**src/hdl/ldq_pkg.sv**
```systemverilog
// ----------------------------------------------------------------------------
// ldq_pkg
// Shared types, constants and the per-channel dither function for the
// temporal dither quantizer.
// ----------------------------------------------------------------------------
package ldq_pkg;

    localparam int POS_W       = 9;
    localparam int ENTRY_W     = POS_W + 1;
    localparam int ENTRY_COUNT = 2 ** ENTRY_W;
    localparam int CHAN_W      = 8;
    localparam int ACC_W       = 8;
    localparam int PROD_W      = 2 * CHAN_W;
    localparam int WORD_W      = 3 * ACC_W;
    localparam int CFG_IDX_W   = 2;
    localparam int CFG_DATA_W  = 8;

    localparam logic [7:0] BRIGHTNESS_RESET = 8'd255;
    localparam logic       DITHER_EN_RESET  = 1'b1;
    localparam logic [7:0] THRESHOLD_RESET  = 8'd7;

    typedef enum logic [CFG_IDX_W-1:0] {
        CFG_BRIGHTNESS = 2'd0,
        CFG_DITHER_EN  = 2'd1,
        CFG_DITHER_THR = 2'd2
    } cfg_idx_t;

    typedef struct packed {
        logic [7:0] brightness;
        logic       dither_enable;
        logic [7:0] threshold;
    } cfg_t;

    typedef struct packed {
        logic               en;
        logic [ENTRY_W-1:0] addr;
        logic [WORD_W-1:0]  data;
    } acc_wr_t;

    typedef struct packed {
        logic [ACC_W-1:0]  acc;
        logic [CHAN_W-1:0] q;
    } chan_res_t;

    // add a fraction >= thr, carry one unit into the channel, saturate at full scale
    function automatic chan_res_t dither_chan(
        input logic [PROD_W-1:0] prod,
        input logic [ACC_W-1:0]  acc_in,
        input logic [7:0]        thr
    );
        logic [CHAN_W-1:0] frac;
        logic [ACC_W:0]    sum;
        chan_res_t         res;
        frac = prod[CHAN_W-1:0];
        sum  = {1'b0, acc_in};
        if (frac >= thr)
        begin
            sum = sum + {1'b0, frac};
        end
        res.q = prod[PROD_W-1:CHAN_W];
        if (sum[ACC_W] && (res.q != {CHAN_W{1'b1}}))
        begin
            res.q = res.q + 1'b1;
        end
        res.acc = sum[ACC_W-1:0];
        return res;
    endfunction

endpackage

```
**src/hdl/ldq_cfg_regs.sv**
```systemverilog
// ----------------------------------------------------------------------------
// ldq_cfg_regs
// Configuration register file: brightness, dither enable, dither threshold.
// ----------------------------------------------------------------------------
module ldq_cfg_regs
    import ldq_pkg::*;
(
    input  logic                  clk,
    input  logic                  rst_n,
    input  logic                  cfg_wr_en,
    input  logic [CFG_IDX_W-1:0]  cfg_index,
    input  logic [CFG_DATA_W-1:0] cfg_data,
    output cfg_t                  cfg
);

    cfg_t cfg_reg;
    cfg_t cfg_next;

    always_comb
    begin
        cfg_next = cfg_reg;
        if (cfg_wr_en)
        begin
            unique case (cfg_idx_t'(cfg_index))
                CFG_BRIGHTNESS: cfg_next.brightness    = cfg_data[7:0];
                CFG_DITHER_EN:  cfg_next.dither_enable = cfg_data[0];
                CFG_DITHER_THR: cfg_next.threshold     = cfg_data[7:0];
                default:        cfg_next = cfg_reg;
            endcase
        end
    end

    always_ff @(posedge clk or negedge rst_n)
    begin
        if (!rst_n)
        begin
            cfg_reg.brightness    <= BRIGHTNESS_RESET;
            cfg_reg.dither_enable <= DITHER_EN_RESET;
            cfg_reg.threshold     <= THRESHOLD_RESET;
        end
        else
        begin
            cfg_reg <= cfg_next;
        end
    end

    assign cfg = cfg_reg;

endmodule

```
**config.mk**
```make
export PLATFORM = sky130hd
export DESIGN_NAME = ldq_cfg_regs
export DESIGN_NICKNAME = d
export VERILOG_FILES = /design/src/hdl/ldq_pkg.sv /design/src/hdl/ldq_cfg_regs.sv
export SDC_FILE = /design/constraint.sdc
export NUM_CORES = 1
export LEC_CHECK = 0
export ABC_CLOCK_PERIOD_IN_PS = 800
export BUFFER_PORTS_ARGS = -buffer_cell sky130_fd_sc_hd__buf_2
export CAP_MARGIN = 40
export CORE_MARGIN = 5
export CORE_UTILIZATION = 44
export CTS_CLUSTER_DIAMETER = 200
export DETAILED_ROUTE_END_ITERATION = 10
export GPL_ROUTABILITY_DRIVEN = 0
export PLACE_DENSITY = 0.75
export SYNTH_ARGS = -nofsm -noshare
export SYNTH_HDL_FRONTEND = slang
export SYNTH_SLANG_ARGS = --single-unit
```
**constraint.sdc**
```tcl
create_clock -name clk -period 0.8 [get_ports clk]
set_input_delay 0 -clock clk [delete_from_list [all_inputs] [get_ports clk]]
set_output_delay 0 -clock clk [all_outputs]
set_load 0.02 [all_outputs]
```
* Word-level counts from Yosys, hierarchy flattened
Cells that the tools add are included.
** Word-level totals
- Logic and storage cells :: 9
- Register bits :: 17
- Input bits :: 13
** Operators by class
- Equal/unequal tests :: 2
- Reduce and logical (&&, ||, !) cells :: 4
** Operators with widths (number)
- $reduce_and 2->1 :: 3
- $eq 2x1->1 const B :: 1
- $eq 2x2->1 const B :: 1
- $logic_not 2->1 :: 1

* Logic depth before layout (Yosys ltp)
- Depth in word-level cells :: 2
- Gate-level depth with buffers :: 2

* Worst setup path after synthesis
Ideal clock, no wire load.
- Path type :: reg-to-reg
- Start :: register cfg[3] (netlist name)
- End :: register cfg_reg (netlist bit cfg[3])
- Slack :: -0.027 ns
- Clock period less this slack :: 0.827 ns
- Cell stages (with the launch flop) :: 2
- Data arrival time :: 0.703 ns
- Data required time :: 0.675 ns
- Library setup time :: 0.125 ns
- Path through :: dfrtp_1 > mux2_2
** RTL lines
- end signal: assignment :: RTL line ldq_cfg_regs.sv:43 : cfg_reg <= cfg_next;
- end: declaration :: RTL line ldq_cfg_regs.sv:16 : cfg_t cfg_reg;

* Worst setup path in the final report
- Start :: register cfg_reg (netlist bit cfg[2])
- End :: output port cfg[2] in the netlist's numbering
** RTL lines
- end: declaration :: RTL line ldq_cfg_regs.sv:13 : output cfg_t cfg
No word-level cell between the ends.

==> impl_metrics.py <==
metrics = {
    "layout": {
        "fillCellCount": 98,
        "antenna_cells": 0,
        "multiInputGateArea_um2": 248,
        "final_cell_mix": "buf_6 (17), mux2_2 (12), dfstp_2 (12), buf_2 (12), dlygate4sd3_1 (9)",
        "area_growth_pct": 65.0,
        "drive_gt1_share_pct": 86.6,
        "final_util_pct": 75.1,
        "seq_area_um2": 447,
        "layout.nets": 96,
        "largest_register_ffs": 17,
        "final_common_cell": "buf_6",
    },
    "sta": {
        "relSlewSlack_pct": 76.6,
        "timing.fmax_ghz": 1.06,
        "finClkSkew_ns": 0,
        "setup_viol": 18,
        "hold_ws_ns": 0.0970,
        "period_share_pct": 118,
        "finalCriticalPeriod_ns": 0.946,
        "rsz0062_at_grt": "yes",
        "hold_viol": 0,
        "worst_slew_pin_slew_ns": 0.351,
        "setup_slack_ns": -0.146,
        "slew_violations": 0,
    },
    "hold_path": {
        "worstHoldEndpoint": "cfg[8]",
        "hp-start": "cfg_wr_en",
        "hold_class": "primary input to register",
        "hold_depth": 3,
    },
    "detailed_routing": {
        "vias_per_cell": 4.85,
        "drt_iter0_markers": 1,
        "dr.pass1.iters": 2,
        "antenna_left": 0,
        "vias": 475,
        "drc": 0,
        "routed_wl_mm": 1.38,
        "wl_per_cell_um": 14.1,
    },
    "global_routing": {
        "globalRouteOverflowTotal": 0,
        "grt_max_degree": 18,
        "antenna_found_initial": 0,
        "first_global_vias": 505,
        "track_usage_pct": 12.2,
        "grt_pass1_wl_mm": 2.33,
    },
    "setup_path": {
        "cpPeakStageDelay_ns": 0.56,
        "critPathMaxFanout": 2,
        "worstPathArrival_ns": 0.95,
        "r2r_cells": 2,
        "crit_buf_inv": 1,
        "slowest_stage": "dfstp_2",
        "cp-start-kind": "register",
        "crit_path_cell_trace": "buf_6",
        "rr_endpoint": "cfg[15]",
        "cp-end-kind": "output port",
        "critPathTopFamily": "flip-flops",
        "r2r-start": "cfg[15]",
        "critical_path_class": "register to output port",
        "r2r_slack_ns": -0.02,
        "cp.required_ns": 0.80,
    },
    "floorplanning": {
        "rows": 14,
        "fp.dieH_um": 49.0,
        "dieArea_mm2": 0.00240,
        "start_util_pct": 45.5,
        "io_pins": 30,
        "die_w_um": 49.0,
        "core-area_mm2": 0.00147,
    },
    "synthesis": {
        "yosysWarningCount": 0,
        "ys_types": 6,
        "avgSynthCellArea_um2": 18.1,
        "synthCells": 37,
        "synth_top_area_share_pct": 47.1,
        "netlist_area_um2": 669,
        "netlist_top_cells_area": "dfstp_2 (47%), mux2_2 (29%), dfrtp_1 (19%), nor3b_4 (2.8%), nand3b_2 (1.7%)",
        "yosysSeqAreaShare_pct": 65.8,
        "syn_nets": 50,
        "synth_area_leader_cell": "dfstp_2",
        "ys_ff_latch": 17,
    },
    "status": {
        "status": "finished, violations left",
        "violations": "setup timing",
    },
    "placed_design": {
        "hpwlAfterDp_mm": 1.03,
        "io_buffers": 29,
    },
    "clock_network": {
        "cts_tree": "done",
        "cts_buffer_depth": 2,
        "cts_sinks": 17,
        "h-tree-depth": 1,
        "cts_inserted_buffers": 3,
        "cts.clk_slew.worst_paths_ns": 0.09,
        "clk_latency_ns": 0.27,
        "cts_root_buffer": "clkbuf_4",
    },
    "pwr": {
        "power.density_mw_per_mm2": 2330,
        "cellLeakagePower_nw": 0.506,
        "peakVddDrop_v": 0.00154,
    },
    "job": {
        "drv_cap": 0,
    },
}
## cell type report
type / count / share of cell area [%]
Sequential cell: 17 / 40.4
Multi-Input combinational cell: 20 / 22.4
Timing Repair Buffer: 41 / 33.0
Clock buffer: 4 / 2.38
Tap cell: 16 / 1.81
## Yosys cell counts
library cell  count
mux2_2           17
nor3b_4           1
nand3b_1          1
nand3b_2          1
dfrtp_1           5
dfstp_2          12
## worst max-delay path by stage
stage                   end    startpoint  cells after the start  slack (ns)
floorplan            cfg[3]        cfg[3]                      1       -0.01
global placement     cfg[6]  cfg_index[0]                      3       -0.16
detailed placement   cfg[4]  cfg_index[0]                      3       -0.19
CTS                 cfg[15]       cfg[15]                      1       -0.15
global route         cfg[9]        cfg[9]                      1       -0.19
finish               cfg[2]        cfg[2]                      1       -0.15
## power breakdown
| part | internal, mW | switching (mW) |
|---|---|---|
| sequential | 1.12 | 0.118 |
| clock | 0.193 | 0.236 |
| combinational | 0.530 | 0.377 |
## per-layer routing
metal  vias up  routed length (um)  track usage, %
met5         -                   0               0
met4         0                   0            2.69
met3         0                 101            4.59
met2        17                 721            21.3
met1       233                 558            13.9
li1        225                   -               -
## stage by stage
| stage | instances | total power, mW | setup WS, ns | cell area, um^2 | setup TNS (ns) |
|---|---|---|---|---|---|
| floorplan | 37 | 1.63 | -0.0123 | 694 | -0.0615 |
| global placement | 84 | 1.86 | -0.161 | 875 | -1.87 |
| detailed placement | 84 | 1.88 | -0.189 | 875 | -2.02 |
| CTS | 97 | 2.59 | -0.153 | 1100 | -1.95 |
| global route | 98 | 2.72 | -0.194 | 1100 | -2.58 |
| finish | 98 | 2.57 | -0.146 | 1100 | -1.77 |
## cell families after synthesis
family           synth area share [%]
flip-flops                       65.8
multiplexers                     28.6
AND/OR/NAND/NOR                  5.61
## repair_timing
item | in CTS | in global routing
setup buffers | 0 | 1
resized for setup | 34 | 0
hold endpoints to repair | 34 | 0
hold buffers | 9 | 0
setup endpoints to repair | 17 | 18
Note: power is estimated with default switching activity, not from simulation.
