===== config.mk =====
export PLATFORM = sky130hd
export DESIGN_NAME = ldq_pipe
export DESIGN_NICKNAME = d
export VERILOG_FILES = /design/src/hdl/ldq_pkg.sv /design/src/hdl/ldq_pipe.sv
export SDC_FILE = /design/constraint.sdc
export NUM_CORES = 1
export LEC_CHECK = 0
export BUFFER_PORTS_ARGS = -buffer_cell sky130_fd_sc_hd__buf_2
export CAP_MARGIN = 20
export CORE_UTILIZATION = 25
export DETAILED_ROUTE_END_ITERATION = 16
export PLACE_DENSITY_LB_ADDON = 0.05
export SETUP_SLACK_MARGIN = 0.05
export SLEW_MARGIN = 20
export SYNTH_ARGS = -nofsm -noshare
export SYNTH_HDL_FRONTEND = slang
export SYNTH_SLANG_ARGS = --single-unit

===== constraint.sdc =====
create_clock -name clk -period 5.3 [get_ports clk]
set_input_delay 1.06 -clock clk [delete_from_list [all_inputs] [get_ports clk]]
set_output_delay 1.06 -clock clk [all_outputs]
set_load 0.05 [all_outputs]

===== src/hdl/ldq_pkg.sv =====
// ----------------------------------------------------------------------------
// ldq_pkg
// Shared types, constants and the per-channel dither function for the
// temporal dither quantizer.
// ----------------------------------------------------------------------------
package ldq_pkg;

    localparam int POS_W       = 9;
    localparam int ENTRY_W     = POS_W + 1;
    localparam int ENTRY_COUNT = 2 ** ENTRY_W;
    localparam int CHAN_W      = 8;
    localparam int ACC_W       = 8;
    localparam int PROD_W      = 2 * CHAN_W;
    localparam int WORD_W      = 3 * ACC_W;
    localparam int CFG_IDX_W   = 2;
    localparam int CFG_DATA_W  = 8;

    localparam logic [7:0] BRIGHTNESS_RESET = 8'd255;
    localparam logic       DITHER_EN_RESET  = 1'b1;
    localparam logic [7:0] THRESHOLD_RESET  = 8'd7;

    typedef enum logic [CFG_IDX_W-1:0] {
        CFG_BRIGHTNESS = 2'd0,
        CFG_DITHER_EN  = 2'd1,
        CFG_DITHER_THR = 2'd2
    } cfg_idx_t;

    typedef struct packed {
        logic [7:0] brightness;
        logic       dither_enable;
        logic [7:0] threshold;
    } cfg_t;

    typedef struct packed {
        logic               en;
        logic [ENTRY_W-1:0] addr;
        logic [WORD_W-1:0]  data;
    } acc_wr_t;

    typedef struct packed {
        logic [ACC_W-1:0]  acc;
        logic [CHAN_W-1:0] q;
    } chan_res_t;

    // add a fraction >= thr, carry one unit into the channel, saturate at full scale
    function automatic chan_res_t dither_chan(
        input logic [PROD_W-1:0] prod,
        input logic [ACC_W-1:0]  acc_in,
        input logic [7:0]        thr
    );
        logic [CHAN_W-1:0] frac;
        logic [ACC_W:0]    sum;
        chan_res_t         res;
        frac = prod[CHAN_W-1:0];
        sum  = {1'b0, acc_in};
        if (frac >= thr)
        begin
            sum = sum + {1'b0, frac};
        end
        res.q = prod[PROD_W-1:CHAN_W];
        if (sum[ACC_W] && (res.q != {CHAN_W{1'b1}}))
        begin
            res.q = res.q + 1'b1;
        end
        res.acc = sum[ACC_W-1:0];
        return res;
    endfunction

endpackage


===== src/hdl/ldq_pipe.sv =====
// ----------------------------------------------------------------------------
// ldq_pipe
// Scale, dither and write-back stage plus the output register.
// ----------------------------------------------------------------------------
module ldq_pipe
    import ldq_pkg::*;
(
    input  logic               clk,
    input  logic               rst_n,
    input  cfg_t               cfg,
    input  logic               in_accept,
    input  logic [ENTRY_W-1:0] in_addr,
    input  logic [CHAN_W-1:0]  in_red,
    input  logic [CHAN_W-1:0]  in_green,
    input  logic [CHAN_W-1:0]  in_blue,
    input  logic               in_last,
    input  logic [WORD_W-1:0]  rd_data,
    output logic               ready,
    output acc_wr_t            acc_wr,
    output logic               m_tvalid,
    input  logic               m_tready,
    output logic [23:0]        m_tdata,
    output logic               m_tlast
);

    logic               s1_valid_reg;
    logic               s1_valid_next;
    logic [ENTRY_W-1:0] s1_addr_reg;
    logic [PROD_W-1:0]  prod_r_reg;
    logic [PROD_W-1:0]  prod_g_reg;
    logic [PROD_W-1:0]  prod_b_reg;
    logic               s1_last_reg;

    logic               fwd_valid_reg;
    logic [ENTRY_W-1:0] fwd_addr_reg;
    logic [WORD_W-1:0]  fwd_data_reg;

    logic               out_valid_reg;
    logic               out_valid_next;
    logic [23:0]        out_data_reg;
    logic               out_last_reg;

    logic               out_free;
    logic               s1_move;
    logic [WORD_W-1:0]  acc_word;
    chan_res_t          res_r;
    chan_res_t          res_g;
    chan_res_t          res_b;
    logic [CHAN_W-1:0]  q_r;
    logic [CHAN_W-1:0]  q_g;
    logic [CHAN_W-1:0]  q_b;

    assign out_free = !out_valid_reg || m_tready;
    assign s1_move  = s1_valid_reg && out_free;
    assign ready    = !s1_valid_reg || out_free;

    // take the latest write-back when the read raced it
    assign acc_word = (fwd_valid_reg && (fwd_addr_reg == s1_addr_reg)) ? fwd_data_reg : rd_data;

    assign res_r = dither_chan(prod_r_reg, acc_word[ACC_W-1:0], cfg.threshold);
    assign res_g = dither_chan(prod_g_reg, acc_word[2*ACC_W-1:ACC_W], cfg.threshold);
    assign res_b = dither_chan(prod_b_reg, acc_word[3*ACC_W-1:2*ACC_W], cfg.threshold);

    always_comb
    begin
        if (cfg.dither_enable)
        begin
            q_r = res_r.q;
            q_g = res_g.q;
            q_b = res_b.q;
        end
        else
        begin
            q_r = prod_r_reg[PROD_W-1:CHAN_W];
            q_g = prod_g_reg[PROD_W-1:CHAN_W];
            q_b = prod_b_reg[PROD_W-1:CHAN_W];
        end
    end

    assign acc_wr.en   = s1_move && cfg.dither_enable;
    assign acc_wr.addr = s1_addr_reg;
    assign acc_wr.data = {res_b.acc, res_g.acc, res_r.acc};

    always_comb
    begin
        s1_valid_next = s1_valid_reg;
        if (in_accept)
        begin
            s1_valid_next = 1'b1;
        end
        else if (s1_move)
        begin
            s1_valid_next = 1'b0;
        end

        out_valid_next = out_valid_reg;
        if (s1_move)
        begin
            out_valid_next = 1'b1;
        end
        else if (m_tready)
        begin
            out_valid_next = 1'b0;
        end
    end

    always_ff @(posedge clk or negedge rst_n)
    begin
        if (!rst_n)
        begin
            s1_valid_reg  <= 1'b0;
            out_valid_reg <= 1'b0;
            fwd_valid_reg <= 1'b0;
        end
        else
        begin
            s1_valid_reg  <= s1_valid_next;
            out_valid_reg <= out_valid_next;
            if (acc_wr.en)
            begin
                fwd_valid_reg <= 1'b1;
            end
        end
    end

    always_ff @(posedge clk)
    begin
        if (in_accept)
        begin
            s1_addr_reg <= in_addr;
            prod_r_reg  <= in_red * cfg.brightness;
            prod_g_reg  <= in_green * cfg.brightness;
            prod_b_reg  <= in_blue * cfg.brightness;
            s1_last_reg <= in_last;
        end
        if (acc_wr.en)
        begin
            fwd_addr_reg <= acc_wr.addr;
            fwd_data_reg <= acc_wr.data;
        end
        if (s1_move)
        begin
            out_data_reg <= {q_b, q_r, q_g};
            out_last_reg <= s1_last_reg;
        end
    end

    assign m_tvalid = out_valid_reg;
    assign m_tdata  = out_data_reg;
    assign m_tlast  = out_last_reg;

endmodule


* Yosys cells after proc, flatten, opt, wreduce, memory -nomap -nowiden
Cells that the tools add are included.
Word-level totals: register bits after elaboration 121, bits of input ports 80, output and inout bits 62, logic and storage cells 54
Cells by class: add/sub/neg operators 6, multipliers 3, order comparisons 3, equal/unequal tests 4, muxes and demuxes 14, reductions and logical operators 12
Operator list (number):
- multiplier 8 x 8 -> 16 bit | 3
- two-way mux 8 bit | 6
- adder 8 x 8 -> 9 bit | 3
- two-way mux 9 bit | 3
- adder 8 x 1 -> 8 bit (second input constant) | 3
- >= comparator 8 bit | 3
- two-way mux 24 bit | 1
- != test 8 bit (second input constant) | 3
- equality test 10 bit | 1
- logical AND 1 bit | 6
- two-way mux 1 bit | 4
- nonzero test 2 bit | 2
- zero test 1 bit | 2
- logical OR 1 bit | 2

* Longest topological paths before layout
word-level depth 8, depth in mapped cells 17, mapped depth without buffers 16

* Worst setup path after synthesis
OpenSTA, ideal clock, no wires.
path kind reg-to-output, from reg s1_addr_reg[6], to out acc_wr[7] in the netlist's numbering, data arrival time 4271 ps, data required time 4240 ps, path slack -31 ps, cell stages (with the launch flop) 14, buffers on the path 1, path through edfxtp_1 -> xnor2_1 -> nand4_1 -> nor3_2 -> buf_4 -> mux2i_1 -> inv_1 -> ha_1 -> a211oi_1 -> o21bai_1 -> or3_1 -> a31oi_1 -> xor2_1 -> o21ai_0
RTL lines:
- start, declared | RTL line ldq_pipe.sv:28 | logic [ENTRY_W-1:0] s1_addr_reg;
- start signal, assigned | RTL line ldq_pipe.sv:130 | s1_addr_reg <= in_addr;
- end, declared | RTL line ldq_pipe.sv:19 | output acc_wr_t acc_wr,

==> load_flow_metrics.sql <==
INSERT INTO impl_metrics (metric_group, metric, value, unit) VALUES
('logic_synthesis', 'postSynth.asyncResetShare', '0.0248', ''),
('sta', 'unrepaired_setup_endpoints_after_global_routing', 'yes', ''),
('logic_synthesis', 'synth.top_cells.by_area', 'sky130_fd_sc_hd__edfxtp_1 28%, sky130_fd_sc_hd__fa_1 18%, sky130_fd_sc_hd__ha_1 16%, sky130_fd_sc_hd__and2_1 7.5%, sky130_fd_sc_hd__inv_1 5.5%', ''),
('global_route', 'grt.overflow.total', '0', ''),
('critical_path', 'timing.critical_path.to_type', 'output port', ''),
('global_route', 'track_usage', '0.136', ''),
('route', 'antenna_left', '0', ''),
('floorplan', 'initial_core_util', '0.253', ''),
('sta', 'fmaxAchievable', '201', 'MHz'),
('global_route', 'vias_in_the_first_global_route', '9511', ''),
('logic_synthesis', 'avgSynthCellArea', '10.5', 'sq um'),
('sta', 'finalCritPeriodShare', '0.940', ''),
('floorplan', 'coreArea', '0.0501', 'sq mm'),
('cts', 'path_clk_slew', '0.07', 'ns'),
('route', 'drt-wirelength-per-cell', '15.8', 'microns'),
('run', 'drv_cap', '0', ''),
('critical_path', 'timing.critical_path.slowest_cell_delay', '0.43', 'ns'),
('critical_path', 'critical_path.cell_chain', 'xnor2_1, nand4_1, nor3_4, buf_8, mux2_2, ha_1, inv_1, fa_1, nor2b_4, o31a_1, o21ai_0, nand2b_1, xnor2_1, o21ai_0, buf_4', ''),
('sta', 'timing.final.setup_violations', '0', ''),
('power', 'report.power.total', '6420', 'uW'),
('logic_synthesis', 'yosysTopAreaCellShare', '0.280', ''),
('route', 'vias', '8971', ''),
('cts', 'clock_path_buffers', '2', ''),
('logic_synthesis', 'syn_nets', '1561', ''),
('cts', 'clock_tree_from_tritoncts', 'built', ''),
('critical_path', 'reg2reg_slack', '1.46', 'ns'),
('critical_path', 'worstPathArrival', '3.92', 'ns'),
('critical_path', 'worst_path_max_fanout', '14', ''),
('cts', 'clock-sinks', '121', ''),
('power', 'power_dens_cells', '424', 'mW/mm^2'),
('floorplan', 'chipWidth', '227', 'microns'),
('logic_synthesis', 'synth_edf_count', '118', ''),
('logic_synthesis', 'synth.yosys.warnings', '0', ''),
('global_route', 'grt_first_pass_wirelength', '52900', 'microns'),
('logic_synthesis', 'yosysTopAreaCell', 'sky130_fd_sc_hd__edfxtp_1', ''),
('logic_synthesis', 'mappedNetlistArea', '0.0127', 'sq mm'),
('floorplan', 'rows', '82', ''),
('critical_path', 'crit_type', 'flip-flop to output port', ''),
('logic_synthesis', 'synth.ff_latch_count', '121', ''),
('placement', 'dp_hpwl', '27000', 'microns'),
('hold_path', 'min_path_type', 'input port to asynchronous set/reset pin', ''),
('critical_path', 'setup.worst_path.start_class', 'flip-flop', ''),
('floorplan', 'io-pin-count', '142', ''),
('cts', 'clock_tree.root_cell', 'sky130_fd_sc_hd__clkbuf_16', ''),
('route', 'post-route-drc-count', '0', ''),
('critical_path', 'critical_path_data_required_time', '4.24', 'ns'),
('global_route', 'number_of_antenna_violations_at_the_first_check_in_global_routing', '2', ''),
('logic_synthesis', 'syn_inst', '1211', ''),
('status', 'run_status', 'finished clean', ''),
('route', 'drt_pass1_iterations', '4', ''),
('sta', 'slew-limit-headroom', '0.417', ''),
('placement', 'portBuffers', '141', ''),
('floorplan', 'floorplan.die_area', '0.0516', 'sq mm'),
('route', 'detail_route.vias_per_cell', '4.31', ''),
('cts', 'clock_tree.htree_level_count', '4', ''),
('sta', 'tightest_slew', '0.874', 'ns'),
('critical_path', 'path_buf_inv', '3', ''),
('sta', 'report.final.hold_viol_count', '0', ''),
('final_layout', 'final_cell_area', '0.0151', 'sq mm'),
('power', 'power_leakage', '0.00697', 'uW'),
('placement', 'dpl-instance-area', '0.0145', 'sq mm'),
('sta', 'timing.final.crit_period', '4.98', 'ns'),
('critical_path', 'worst_path_dominant_cell_family', 'simple AND/OR/NAND/NOR gates', ''),
('final_layout', 'area_delta_synth_final', '19.4', '%'),
('global_route', 'grt_max_degree', '45', ''),
('logic_synthesis', 'synthDistinctLibCells', '66', ''),
('route', 'detailedRoute.firstIterationViolations', '322', ''),
('final_layout', 'share_of_layout_cells_above_drive_strength_1', '0.193', ''),
('logic_synthesis', 'dominantRegCellSynth', 'sky130_fd_sc_hd__edfxtp_1', ''),
('floorplan', 'floorplan.die.height', '227', 'microns'),
('cts', 'clkLatencyLatePin', '0.45', 'ns'),
('sta', 'timing_max_transition_violations_final', '0', ''),
('cts', 'cts_bufs_inserted', '17', ''),
('sta', 'finClkSkew', '0.0121', 'ns'),
('critical_path', 'crit_path_top_delay_cell', 'sky130_fd_sc_hd__edfxtp_1', ''),
('final_layout', 'nets', '1744', ''),
('logic_synthesis', 'synth_sequential_area_ratio', '0.286', ''),
('power', 'worst_ir_drop_vdd', '0.232', 'mV'),
('route', 'wl', '32900', 'microns'),
('placement', 'gp_routability_congestion', '0.771', '');
-- placed cells by master (no fill, tap or decap), types with 5 or more instances in the layout --
| cell type | count |
|---|---|
| sky130_fd_sc_hd__a211oi_1 | 10 |
| sky130_fd_sc_hd__a21o_1 | 14 |
| sky130_fd_sc_hd__a21oi_1 | 32 |
| sky130_fd_sc_hd__and2_1 | 151 |
| sky130_fd_sc_hd__buf_2 | 138 |
| sky130_fd_sc_hd__buf_4 | 42 |
| sky130_fd_sc_hd__clkbuf_16 | 17 |
| sky130_fd_sc_hd__edfxtp_1 | 118 |
| sky130_fd_sc_hd__fa_1 | 111 |
| sky130_fd_sc_hd__ha_1 | 159 |
| sky130_fd_sc_hd__inv_1 | 184 |
| sky130_fd_sc_hd__inv_6 | 7 |
| sky130_fd_sc_hd__mux2_2 | 29 |
| sky130_fd_sc_hd__nand2_1 | 75 |
| sky130_fd_sc_hd__nand2b_1 | 15 |
| sky130_fd_sc_hd__nand3_1 | 12 |
| sky130_fd_sc_hd__nand4_1 | 11 |
| sky130_fd_sc_hd__nor2_1 | 40 |
| sky130_fd_sc_hd__nor2b_1 | 6 |
| sky130_fd_sc_hd__nor3_1 | 12 |
| sky130_fd_sc_hd__nor4_1 | 8 |
| sky130_fd_sc_hd__o21a_1 | 14 |
| sky130_fd_sc_hd__o21ai_0 | 32 |
| sky130_fd_sc_hd__o31a_1 | 5 |
| sky130_fd_sc_hd__xnor2_1 | 43 |
| sky130_fd_sc_hd__xor2_1 | 31 |
-- final timing paths --
path,start,end,cells after the start
worst max-delay path,s1_addr_reg[7]$_DFFE_PP_,acc_wr[14],15
worst min-delay path,rst_n,m_tvalid$_DFFE_PN0P_,1
worst max register to register,s1_addr_reg[7]$_DFFE_PP_,m_tdata[1]$_DFFE_PP_,14
worst min register to register,s1_last_reg$_DFFE_PP_,m_tlast$_DFFE_PP_,0
max in group asynchronous,rst_n,s1_valid_reg$_DFFE_PN0P_,1
min in group clk,s1_last_reg$_DFFE_PP_,m_tlast$_DFFE_PP_,0
-- layout make-up --
cell class              count  area [sq um]
repair buffers            186          1110
diodes                      2          5.00
clock buffers              17           425
fillers                  5378         34900
flip-flops and latches    121          3620
clock inverters            15           150
multi-input cells         884          8290
inverters                 184           691
well taps                 672           841
-- synth_stat cells, types with 3 or more instances --
master	n
sky130_fd_sc_hd__a211oi_1	10
sky130_fd_sc_hd__a21o_1	14
sky130_fd_sc_hd__a21oi_1	32
sky130_fd_sc_hd__a31oi_1	3
sky130_fd_sc_hd__and2_1	152
sky130_fd_sc_hd__and3_1	5
sky130_fd_sc_hd__clkbuf_1	18
sky130_fd_sc_hd__dfrtp_1	3
sky130_fd_sc_hd__edfxtp_1	118
sky130_fd_sc_hd__fa_1	111
sky130_fd_sc_hd__ha_1	159
sky130_fd_sc_hd__inv_1	184
sky130_fd_sc_hd__mux2_2	29
sky130_fd_sc_hd__mux2i_1	7
sky130_fd_sc_hd__nand2_1	75
sky130_fd_sc_hd__nand2b_1	15
sky130_fd_sc_hd__nand3_1	12
sky130_fd_sc_hd__nand4_1	11
sky130_fd_sc_hd__nor2_1	40
sky130_fd_sc_hd__nor2b_1	6
sky130_fd_sc_hd__nor3_1	12
sky130_fd_sc_hd__nor4_1	8
sky130_fd_sc_hd__o21a_1	14
sky130_fd_sc_hd__o21ai_0	33
sky130_fd_sc_hd__o21bai_1	4
sky130_fd_sc_hd__o311ai_0	3
sky130_fd_sc_hd__o31a_1	5
sky130_fd_sc_hd__o31ai_1	3
sky130_fd_sc_hd__or2_2	3
sky130_fd_sc_hd__or4_1	4
sky130_fd_sc_hd__xnor2_1	43
sky130_fd_sc_hd__xor2_1	31
-- metal layers --
layer,share of wire,GRT usage,up-vias
met5,0,0,-
met4,0.0095,0.0316,0
met3,0.023,0.0240,13
met2,0.48,0.225,91
met1,0.49,0.183,4416
li1,-,-,4451
-- timing repair --
item	CTS	global route
buffers inserted	1	0
resized for setup	1	9
hold buffers	0	0
endpoints found under the setup margin	2	4
pin swaps	1	1
-- per-stage QoR --
step                      setup TNS [ns]  hold slack (ns)  cells   util  setup slack, ns
after floorplan                        0            0.400   1211      -           0.0602
after detailed placement          -0.165            0.417   2046  0.290          -0.0471
after CTS                              0            0.355   2079  0.302            0.140
after global placement           -0.0144            0.402   2046  0.290          -0.0144
final                                  0            0.398   2081  0.302            0.317
after global routing                   0            0.365   2079  0.302          0.00454
-- cells by family after synthesis --
family,share of synthesized area
AO/OA/AOI/OAI,0.0823
XOR/XNOR,0.0512
adder cells (fa/ha/maj),0.332
buffers and inverters,0.0621
flip-flops,0.286
multiplexers,0.0325
AND/OR/NAND/NOR,0.154
-- report_power, final --
group	total [uW]	internal, uW	switching (uW)
clock	1140	622	519
combinational	3660	1460	2200
sequential	1620	1460	159
total	6420	3540	2870
No activity file was read; power rests on OpenSTA's default activity.
